===== src/design/lmsd_pkg.sv =====
package lmsd_pkg;

    // Fixed geometry of the wired matrix.
    localparam int SCAN_ROWS = 3;
    localparam int SCAN_COLS = 9;
    localparam int GRID_SIDE = 5;
    localparam int DOT_COUNT = GRID_SIDE * GRID_SIDE;

    // Opcodes
    localparam logic [2:0] OP_SET     = 3'd0;
    localparam logic [2:0] OP_CLR     = 3'd1;
    localparam logic [2:0] OP_TGL     = 3'd2;
    localparam logic [2:0] OP_TICK    = 3'd3;
    localparam logic [2:0] OP_CLR_ALL = 3'd4;

    typedef logic [SCAN_COLS-1:0]         t_col_word;
    typedef logic [SCAN_ROWS-1:0]         t_row_word;
    typedef logic [$clog2(SCAN_ROWS)-1:0] t_row_idx;
    typedef logic [$clog2(SCAN_COLS)-1:0] t_col_idx;
    typedef logic [$clog2(DOT_COUNT)-1:0] t_dot_idx;

    typedef struct packed {
        t_row_idx row;
        t_col_idx col;
    } t_dot_map;

    // Controller to datapath command
    typedef struct packed {
        logic exec;
    } t_cmd;

    typedef enum logic {
        ST_EMPTY,
        ST_FULL
    } t_state;

    // Dot index (x + y*GRID_SIDE) to zero-based row/column line.
    function automatic t_dot_map dot_map(t_dot_idx idx);
        t_dot_map m;
        case (idx)
            5'd0:    m = '{row: 2'd0, col: 4'd0};
            5'd1:    m = '{row: 2'd2, col: 4'd3};
            5'd2:    m = '{row: 2'd1, col: 4'd1};
            5'd3:    m = '{row: 2'd0, col: 4'd7};
            5'd4:    m = '{row: 2'd2, col: 4'd2};
            5'd5:    m = '{row: 2'd1, col: 4'd3};
            5'd6:    m = '{row: 2'd2, col: 4'd4};
            5'd7:    m = '{row: 2'd0, col: 4'd8};
            5'd8:    m = '{row: 2'd0, col: 4'd6};
            5'd9:    m = '{row: 2'd1, col: 4'd6};
            5'd10:   m = '{row: 2'd0, col: 4'd1};
            5'd11:   m = '{row: 2'd2, col: 4'd5};
            5'd12:   m = '{row: 2'd1, col: 4'd2};
            5'd13:   m = '{row: 2'd0, col: 4'd5};
            5'd14:   m = '{row: 2'd2, col: 4'd0};
            5'd15:   m = '{row: 2'd1, col: 4'd4};
            5'd16:   m = '{row: 2'd2, col: 4'd6};
            5'd17:   m = '{row: 2'd2, col: 4'd8};
            5'd18:   m = '{row: 2'd0, col: 4'd4};
            5'd19:   m = '{row: 2'd1, col: 4'd5};
            5'd20:   m = '{row: 2'd0, col: 4'd2};
            5'd21:   m = '{row: 2'd2, col: 4'd7};
            5'd22:   m = '{row: 2'd1, col: 4'd0};
            5'd23:   m = '{row: 2'd0, col: 4'd3};
            5'd24:   m = '{row: 2'd2, col: 4'd1};
            default: m = '{row: 2'd0, col: 4'd0};
        endcase
        return m;
    endfunction

endpackage


===== src/design/lmsd_if.sv =====
interface lmsd_in_if;
    import lmsd_pkg::*;
    logic       valid;
    logic       ready;
    logic [2:0] opcode;
    logic [2:0] x_coord;
    logic [2:0] y_coord;

    modport source (output valid, output opcode, output x_coord, output y_coord, input ready);
    modport sink   (input valid, input opcode, input x_coord, input y_coord, output ready);
endinterface

interface lmsd_out_if;
    import lmsd_pkg::*;
    logic       valid;
    logic       ready;
    logic [2:0] row_drive;
    logic [8:0] col_drive;
    logic       scan_active;

    modport source (output valid, output row_drive, output col_drive, output scan_active,
                    input ready);
    modport sink   (input valid, input row_drive, input col_drive, input scan_active,
                    output ready);
endinterface


===== src/design/led_matrix_mapped_scan_driver_core.sv =====
// LED matrix scan driver: a 5x5 dot grid mapped onto 3 row lines x 9 column lines.
//
// Input channel i_in carries one command per transfer: opcode (set, clear,
// toggle dot, scan tick, clear all) with x_coord / y_coord. Coordinates of 5
// or more make a dot command a no-op. Output channel o_out returns one result
// per command: the row and column line levels and scan_active, as they stand
// after the command. Columns are active low; a blank frame shows rows all low
// and columns all high.
//
// Latency: result valid the cycle after the input transfer. Throughput: one
// command per cycle; the single result register is refilled in the same
// cycle it is taken, so i_in.ready = result slot empty or o_out.ready.
// If the receiver stalls, the result holds and input stalls behind it.
//
// Reset (synchronous, active low): frame store cleared, scan stopped, row
// pointer zero, lines blank, no result pending.
module led_matrix_mapped_scan_driver_core import lmsd_pkg::*; (
    input  logic       i_clk,
    input  logic       i_rst_n,
    lmsd_in_if.sink    i_in,
    lmsd_out_if.source o_out
);

    t_cmd cmd;
    logic in_ready;
    logic out_valid;

    // Handshake control: one result slot, refilled on the same edge it drains.
    lmsd_ctrl u_ctrl (
        .i_clk       (i_clk),
        .i_rst_n     (i_rst_n),
        .i_in_valid  (i_in.valid),
        .i_out_ready (o_out.ready),
        .o_in_ready  (in_ready),
        .o_out_valid (out_valid),
        .o_cmd       (cmd)
    );

    // Frame store, scan pointer and the line registers, which double as the
    // result register.
    lmsd_dpath u_dpath (
        .i_clk         (i_clk),
        .i_rst_n       (i_rst_n),
        .i_cmd         (cmd),
        .i_opcode      (i_in.opcode),
        .i_x_coord     (i_in.x_coord),
        .i_y_coord     (i_in.y_coord),
        .o_row_drive   (o_out.row_drive),
        .o_col_drive   (o_out.col_drive),
        .o_scan_active (o_out.scan_active)
    );

    assign i_in.ready  = in_ready;
    assign o_out.valid = out_valid;

endmodule


===== src/design/lmsd_ctrl.sv =====
module lmsd_ctrl import lmsd_pkg::*; (
    input  logic i_clk,
    input  logic i_rst_n,
    input  logic i_in_valid,
    input  logic i_out_ready,
    output logic o_in_ready,
    output logic o_out_valid,
    output t_cmd o_cmd
);

    t_state r_state;
    t_state n_state;

    always_ff @(posedge i_clk) begin
        if (!i_rst_n) begin
            r_state <= ST_EMPTY;
        end else begin
            r_state <= n_state;
        end
    end

    // Result slot frees when taken; a new transfer may land the same cycle.
    always_comb begin
        o_in_ready  = (r_state == ST_EMPTY) || i_out_ready;
        o_out_valid = (r_state == ST_FULL);
        o_cmd.exec  = i_in_valid && o_in_ready;
        n_state     = r_state;
        case (r_state)
            ST_EMPTY: begin
                if (o_cmd.exec) n_state = ST_FULL;
            end
            ST_FULL: begin
                if (o_cmd.exec)       n_state = ST_FULL;
                else if (i_out_ready) n_state = ST_EMPTY;
            end
            default: n_state = ST_EMPTY;
        endcase
    end

endmodule


===== src/design/lmsd_dpath.sv =====
module lmsd_dpath import lmsd_pkg::*; (
    input  logic      i_clk,
    input  logic      i_rst_n,
    input  t_cmd      i_cmd,
    input  logic [2:0] i_opcode,
    input  logic [2:0] i_x_coord,
    input  logic [2:0] i_y_coord,
    output t_row_word o_row_drive,
    output t_col_word o_col_drive,
    output logic      o_scan_active
);

    t_col_word r_frame [SCAN_ROWS];
    t_col_word n_frame [SCAN_ROWS];
    t_row_idx  r_scan_idx, n_scan_idx;
    logic      r_running, n_running;
    t_row_word r_rows, n_rows;
    t_col_word r_cols, n_cols;

    logic      in_grid;
    t_dot_idx  dot_idx;
    t_dot_map  map;
    t_col_word bit_mask;
    t_col_word upd_word;
    logic      others_lit;
    logic      now_empty;
    t_row_idx  tick_row;

    assign in_grid  = (i_x_coord < 3'(GRID_SIDE)) && (i_y_coord < 3'(GRID_SIDE));
    assign dot_idx  = t_dot_idx'(i_x_coord) + t_dot_idx'(i_y_coord) * t_dot_idx'(GRID_SIDE);
    assign map      = dot_map(dot_idx);
    assign bit_mask = t_col_word'(1) << map.col;
    assign tick_row = (r_scan_idx >= t_row_idx'(SCAN_ROWS)) ? '0 : r_scan_idx;

    always_comb begin
        upd_word = r_frame[map.row];
        case (i_opcode)
            OP_SET:  upd_word = r_frame[map.row] | bit_mask;
            OP_CLR:  upd_word = r_frame[map.row] & ~bit_mask;
            default: upd_word = r_frame[map.row] ^ bit_mask;
        endcase
    end

    always_comb begin
        others_lit = 1'b0;
        for (int r = 0; r < SCAN_ROWS; r++) begin
            if ((t_row_idx'(r) != map.row) && (r_frame[t_row_idx'(r)] != '0)) others_lit = 1'b1;
        end
    end

    assign now_empty = !others_lit && (upd_word == '0);

    always_comb begin
        n_frame    = r_frame;
        n_scan_idx = r_scan_idx;
        n_running  = r_running;
        n_rows     = r_rows;
        n_cols     = r_cols;
        case (i_opcode)
            OP_SET, OP_CLR, OP_TGL: begin
                if (in_grid) begin
                    n_frame[map.row] = upd_word;
                    if (i_opcode == OP_SET) begin
                        n_running = 1'b1;
                    end else if (now_empty) begin
                        n_running = 1'b0;
                        n_rows    = '0;
                        n_cols    = '1;
                    end else if (i_opcode == OP_TGL) begin
                        n_running = 1'b1;
                    end
                end
            end
            OP_TICK: begin
                if (r_running) begin
                    n_rows     = t_row_word'(1) << tick_row;
                    n_cols     = ~r_frame[tick_row];
                    n_scan_idx = (tick_row == t_row_idx'(SCAN_ROWS - 1)) ? '0
                                                                         : tick_row + t_row_idx'(1);
                end
            end
            OP_CLR_ALL: begin
                for (int r = 0; r < SCAN_ROWS; r++) n_frame[t_row_idx'(r)] = '0;
                n_running = 1'b0;
                n_rows    = '0;
                n_cols    = '1;
            end
            default: ;
        endcase
    end

    always_ff @(posedge i_clk) begin
        if (!i_rst_n) begin
            for (int r = 0; r < SCAN_ROWS; r++) r_frame[t_row_idx'(r)] <= '0;
            r_scan_idx <= '0;
            r_running  <= 1'b0;
            r_rows     <= '0;
            r_cols     <= '1;
        end else if (i_cmd.exec) begin
            r_frame    <= n_frame;
            r_scan_idx <= n_scan_idx;
            r_running  <= n_running;
            r_rows     <= n_rows;
            r_cols     <= n_cols;
        end
    end

    assign o_row_drive   = r_rows;
    assign o_col_drive   = r_cols;
    assign o_scan_active = r_running;

`ifndef SYNTH
    // Scan runs exactly while some dot is lit.
    a_run_iff_lit: assert property (@(posedge i_clk) disable iff (!i_rst_n)
        r_running == ((r_frame[0] != '0) || (r_frame[1] != '0) || (r_frame[2] != '0)))
        else $error("scan state disagrees with frame contents");

    // Stopped scan always shows blank lines.
    a_blank_when_stopped: assert property (@(posedge i_clk) disable iff (!i_rst_n)
        !r_running |-> (r_rows == '0) && (r_cols == '1))
        else $error("lines not blank while scan stopped");

    // At most one row driven; row pointer stays in range.
    a_row_onehot: assert property (@(posedge i_clk) disable iff (!i_rst_n)
        $onehot0(r_rows) && (r_scan_idx < t_row_idx'(SCAN_ROWS)))
        else $error("row drive or scan pointer out of range");
`endif

endmodule


===== src/flat_wrapper.sv =====
// flat-port wrapper written by rule: the top's interface ports become plain ports
module led_matrix_mapped_scan_driver_core_flat import lmsd_pkg::*;
  (i_clk, i_rst_n, i_in_valid, i_in_opcode, i_in_x_coord, i_in_y_coord, i_in_ready, o_out_valid, o_out_row_drive, o_out_col_drive, o_out_scan_active, o_out_ready);
  lmsd_in_if i_in_i ();
  lmsd_out_if o_out_i ();
  input  logic i_clk;
  input  logic i_rst_n;
  input wire logic [$bits(i_in_i.valid)-1:0] i_in_valid;
  input wire logic [$bits(i_in_i.opcode)-1:0] i_in_opcode;
  input wire logic [$bits(i_in_i.x_coord)-1:0] i_in_x_coord;
  input wire logic [$bits(i_in_i.y_coord)-1:0] i_in_y_coord;
  output wire logic [$bits(i_in_i.ready)-1:0] i_in_ready;
  output wire logic [$bits(o_out_i.valid)-1:0] o_out_valid;
  output wire logic [$bits(o_out_i.row_drive)-1:0] o_out_row_drive;
  output wire logic [$bits(o_out_i.col_drive)-1:0] o_out_col_drive;
  output wire logic [$bits(o_out_i.scan_active)-1:0] o_out_scan_active;
  input wire logic [$bits(o_out_i.ready)-1:0] o_out_ready;
  assign i_in_i.valid = i_in_valid;
  assign i_in_i.opcode = i_in_opcode;
  assign i_in_i.x_coord = i_in_x_coord;
  assign i_in_i.y_coord = i_in_y_coord;
  assign i_in_ready = i_in_i.ready;
  assign o_out_valid = o_out_i.valid;
  assign o_out_row_drive = o_out_i.row_drive;
  assign o_out_col_drive = o_out_i.col_drive;
  assign o_out_scan_active = o_out_i.scan_active;
  assign o_out_i.ready = o_out_ready;
  led_matrix_mapped_scan_driver_core u_core (.i_clk(i_clk), .i_rst_n(i_rst_n), .i_in(i_in_i), .o_out(o_out_i));
endmodule

===== config.mk =====
export PLATFORM = sky130hd
export DESIGN_NAME = led_matrix_mapped_scan_driver_core_flat
export DESIGN_NICKNAME = d
export VERILOG_FILES = /design/src/design/lmsd_pkg.sv /design/src/design/lmsd_if.sv /design/src/design/led_matrix_mapped_scan_driver_core.sv /design/src/design/lmsd_ctrl.sv /design/src/design/lmsd_dpath.sv /design/src/flat_wrapper.sv
export SDC_FILE = /design/constraint.sdc
export NUM_CORES = 1
export LEC_CHECK = 0
export BUFFER_PORTS_ARGS = -buffer_cell sky130_fd_sc_hd__clkbuf_2
export CORE_AREA = 2 2 88 90
export CTS_CLUSTER_SIZE = 14
export DETAILED_ROUTE_END_ITERATION = 8
export DIE_AREA = 0 0 90 92
export GPL_TIMING_DRIVEN = 1
export PLACE_DENSITY_LB_ADDON = 0.08
export SETUP_SLACK_MARGIN = 0.02
export SLEW_MARGIN = 10
export SYNTH_ARGS = -nofsm -noshare
export SYNTH_HDL_FRONTEND = slang
export SYNTH_SLANG_ARGS = --single-unit
export TNS_END_PERCENT = 20

===== constraint.sdc =====
create_clock -name i_clk -period 12.67 [get_ports i_clk]
set_input_delay 1.267 -clock i_clk [delete_from_list [all_inputs] [get_ports i_clk]]
set_output_delay 1.267 -clock i_clk [all_outputs]
set_load 0.02 [all_outputs]

==> results.toml <==
[layout]
syn2layout_area_growth_pct = 6.01
layout.cells.non_filler = 560
layout-drive-gt1-share = 0.105
antenna_cells = 0
final_util = 0.510
layout_commonest_cell = "nor2_1"
fillers = 747
fin_area_mm2 = 0.00380
layout_common_cells = "45 x nor2_1, 43 x dfxtp_1, 40 x nand2_1"
nets = 507

[timing]
finalClockSkew_ps = 4.46
slew_violations = 0
relSlewSlack = 0.385
setup_viol = 0
max_freq_mhz = 144
hold_ws_ps = 492
rsz0062_at_grt = "no"
worstMarginPinSlew_ps = 920
finalCriticalPeriod_ps = 6920
worst_slack_ps = 5750
min_period_over_period = 0.546
hold_viol_final = 0
fin_setup_tns_ps = 0

[critical_path]
start_kind = "input port"
cp_max_fo = 19
endpoint_kind = "flip-flop"
crit_type = "in -> reg"
cp.required_ps = 12820
path_delay_family = "simple AND/OR/NAND/NOR gates"
crit_start = "i_in_y_coord[2]"
timing.rr.start = "u_core.u_dpath.r_frame[24]"
cpMostUsedCell = "ha_1"
cp_slowest_stage_delay_ps = 780
cp.arrival_ps = 7070
cp_cell_sequence = "clkbuf_2, ha_1, ha_1, inv_1, fa_1, xor2_1, a21oi_1, o211ai_1, and2_1, mux2i_1, o21ai_0, ha_1, and2_1, o31a_1, nor4_2, nand3_1, or4_1, o32ai_2, o22ai_1"
path_buf_inv = 2
slowest_stage = "and2_1"

[logic_synthesis]
synth-edff-count = 0
yosys.cell_types.count = 56
synth_fp_nets = 503
synth_top_cell_by_area = "dfxtp_1"
synth_top_area_frac = 0.240
syn_inst = 454
ys_ff_latch = 43
ys_seq_area_frac = 0.240
ys_async_sr_fraction = 0
netlist_area_mm2 = 0.00358
postSynthAreaPerCell_um2 = 7.89
synthFlopType = "dfxtp_1"
synth.area.top_cells = "dfxtp_1 24%, ha_1 12%, mux2i_1 5.9%, a32oi_1 5.4%, nor2_1 4.7%"
yosysWarnings = 0

[place]
gp_congestion = 0.865
dp_slack_ps = 5560
place_area_mm2 = 0.00371
post-place-cells = 553
place.detailed.hpwl_um = 6790
io_buffer_count = 27

[clock_network]
htreeDepth = 2
cts_buffers = 5
cts_tree = "yes"
cts.path.max_buffers = 2
cts_sinks = 43
holdBufCountCts = 0
cts-root-buf = "clkbuf_8"
postCtsSetupBuffers = 0
post_cts_resized = 0
path_clk_slew_ps = 80
worstSkewPairLatency_ps = 290

[grt]
antenna_found_initial = 0
track_usage = 0.231
grt_max_degree = 38
grt-ovfl-total = 0
grt_pass1_vias = 2999
grt_pass1_wl_um = 15700

[worst_hold_path]
min_from = "u_core.u_dpath.o_row_drive[2]"
worstHoldPathType = "reg -> reg"

[power]
finalPower_uw = 407
power_leakage_nw = 1.50
powerDensity_mw_per_mm2 = 107
peakVddDrop_mv = 0.0483

[die]
die_x_um = 90
fp.coreArea_mm2 = 0.00745
num_rows = 32
dieArea_mm2 = 0.00828
ios = 28
die_y_um = 92
floorplan.initialDensity = 0.481

[detailed_routing]
via_per_inst = 5.83
drc_errors = 0
num_vias = 3266
drt_first_pass_iters = 5
drt_iter0_drc = 259
wl_um = 9330
ant_nets = 0
post_drt_wl_per_cell_um = 16.7

[run_status]
status = "complete, no violations"

[flow_run]
drv_cap = 0
logic make-up after synthesis:
family,Yosys count,share of synthesized area
xor gates and xnor gates,5,0.0122
muxes,26,0.0775
AOI/OAI and AO/OA,127,0.256
adders and majority gates,36,0.128
and+or+nand+nor,157,0.216
buffers and inverters,60,0.0702
DFF,43,0.240
worst min-delay path: stages, from the launching register on:
cell and delay, ps:
dfxtp_1 330, nand3_1 70, o21ai_1 50
worst paths after layout:
check,endpoint,slack (ps),cells past startpoint
worst max-delay path,u_core.u_dpath.o_row_drive[0],5750,19
worst min-delay path,u_core.u_dpath.o_row_drive[2],490,2
worst max register to register,u_core.u_dpath.o_col_drive[8],9620,11
worst min register to register,u_core.u_dpath.o_row_drive[2],490,2
layer usage:
layer / up-vias / global-route usage / routed length (um)
li1: 1657 / - / -
met1: 1493 / 0.319 / 4470
met2: 104 / 0.384 / 4330
met3: 12 / 0.0255 / 418
met4: 0 / 0.0590 / 110
met5: - / 0 / 0
layout make-up:
| type | count | area (um^2) | area share |
|---|---|---|---|
| multi-input combinational | 351 | 2470 | 0.650 |
| sequential | 43 | 861 | 0.227 |
| timing repair buffer | 28 | 143 | 0.0376 |
| tap | 102 | 128 | 0.0336 |
| inverter | 29 | 109 | 0.0287 |
| clock buffer | 6 | 82.6 | 0.0217 |
| clock inverter | 1 | 5.00 | 0.00132 |
cell usage after synthesis, types with 4 or more instances:
cell	instances
and2_1	8
o41a_1	5
o21ai_0	24
dfxtp_1	43
nor2_1	45
ha_1	35
o21bai_1	7
clkbuf_1	21
nor2b_1	17
o22ai_1	9
nand2b_1	6
nand2_1	40
nor3_1	6
a22oi_1	20
inv_1	27
a32oi_1	22
o31a_1	5
a21oi_1	8
mux2_2	4
nand3_1	15
o31ai_1	7
o21ai_1	4
buf_1	4
mux2i_1	21
where the power goes:
part	leakage, nW	internal [mW]	total [mW]	switching (mW)
clock	0.0470	0.0428	0.0891	0.0462
combinational	1.11	0.0642	0.178	0.114
sequential	0.347	0.137	0.139	0.00228
total	1.50	0.244	0.407	0.163
flip-flops by register name, summed over array words and instances (netlist names):
signal,flops
u_core.u_ctrl.o_out_valid,1
u_core.u_dpath.o_col_drive,9
u_core.u_dpath.r_frame,27
u_core.u_dpath.o_scan_active,1
u_core.u_dpath.r_scan_idx,2
u_core.u_dpath.o_row_drive,3
(Power assumes the default switching activity.)
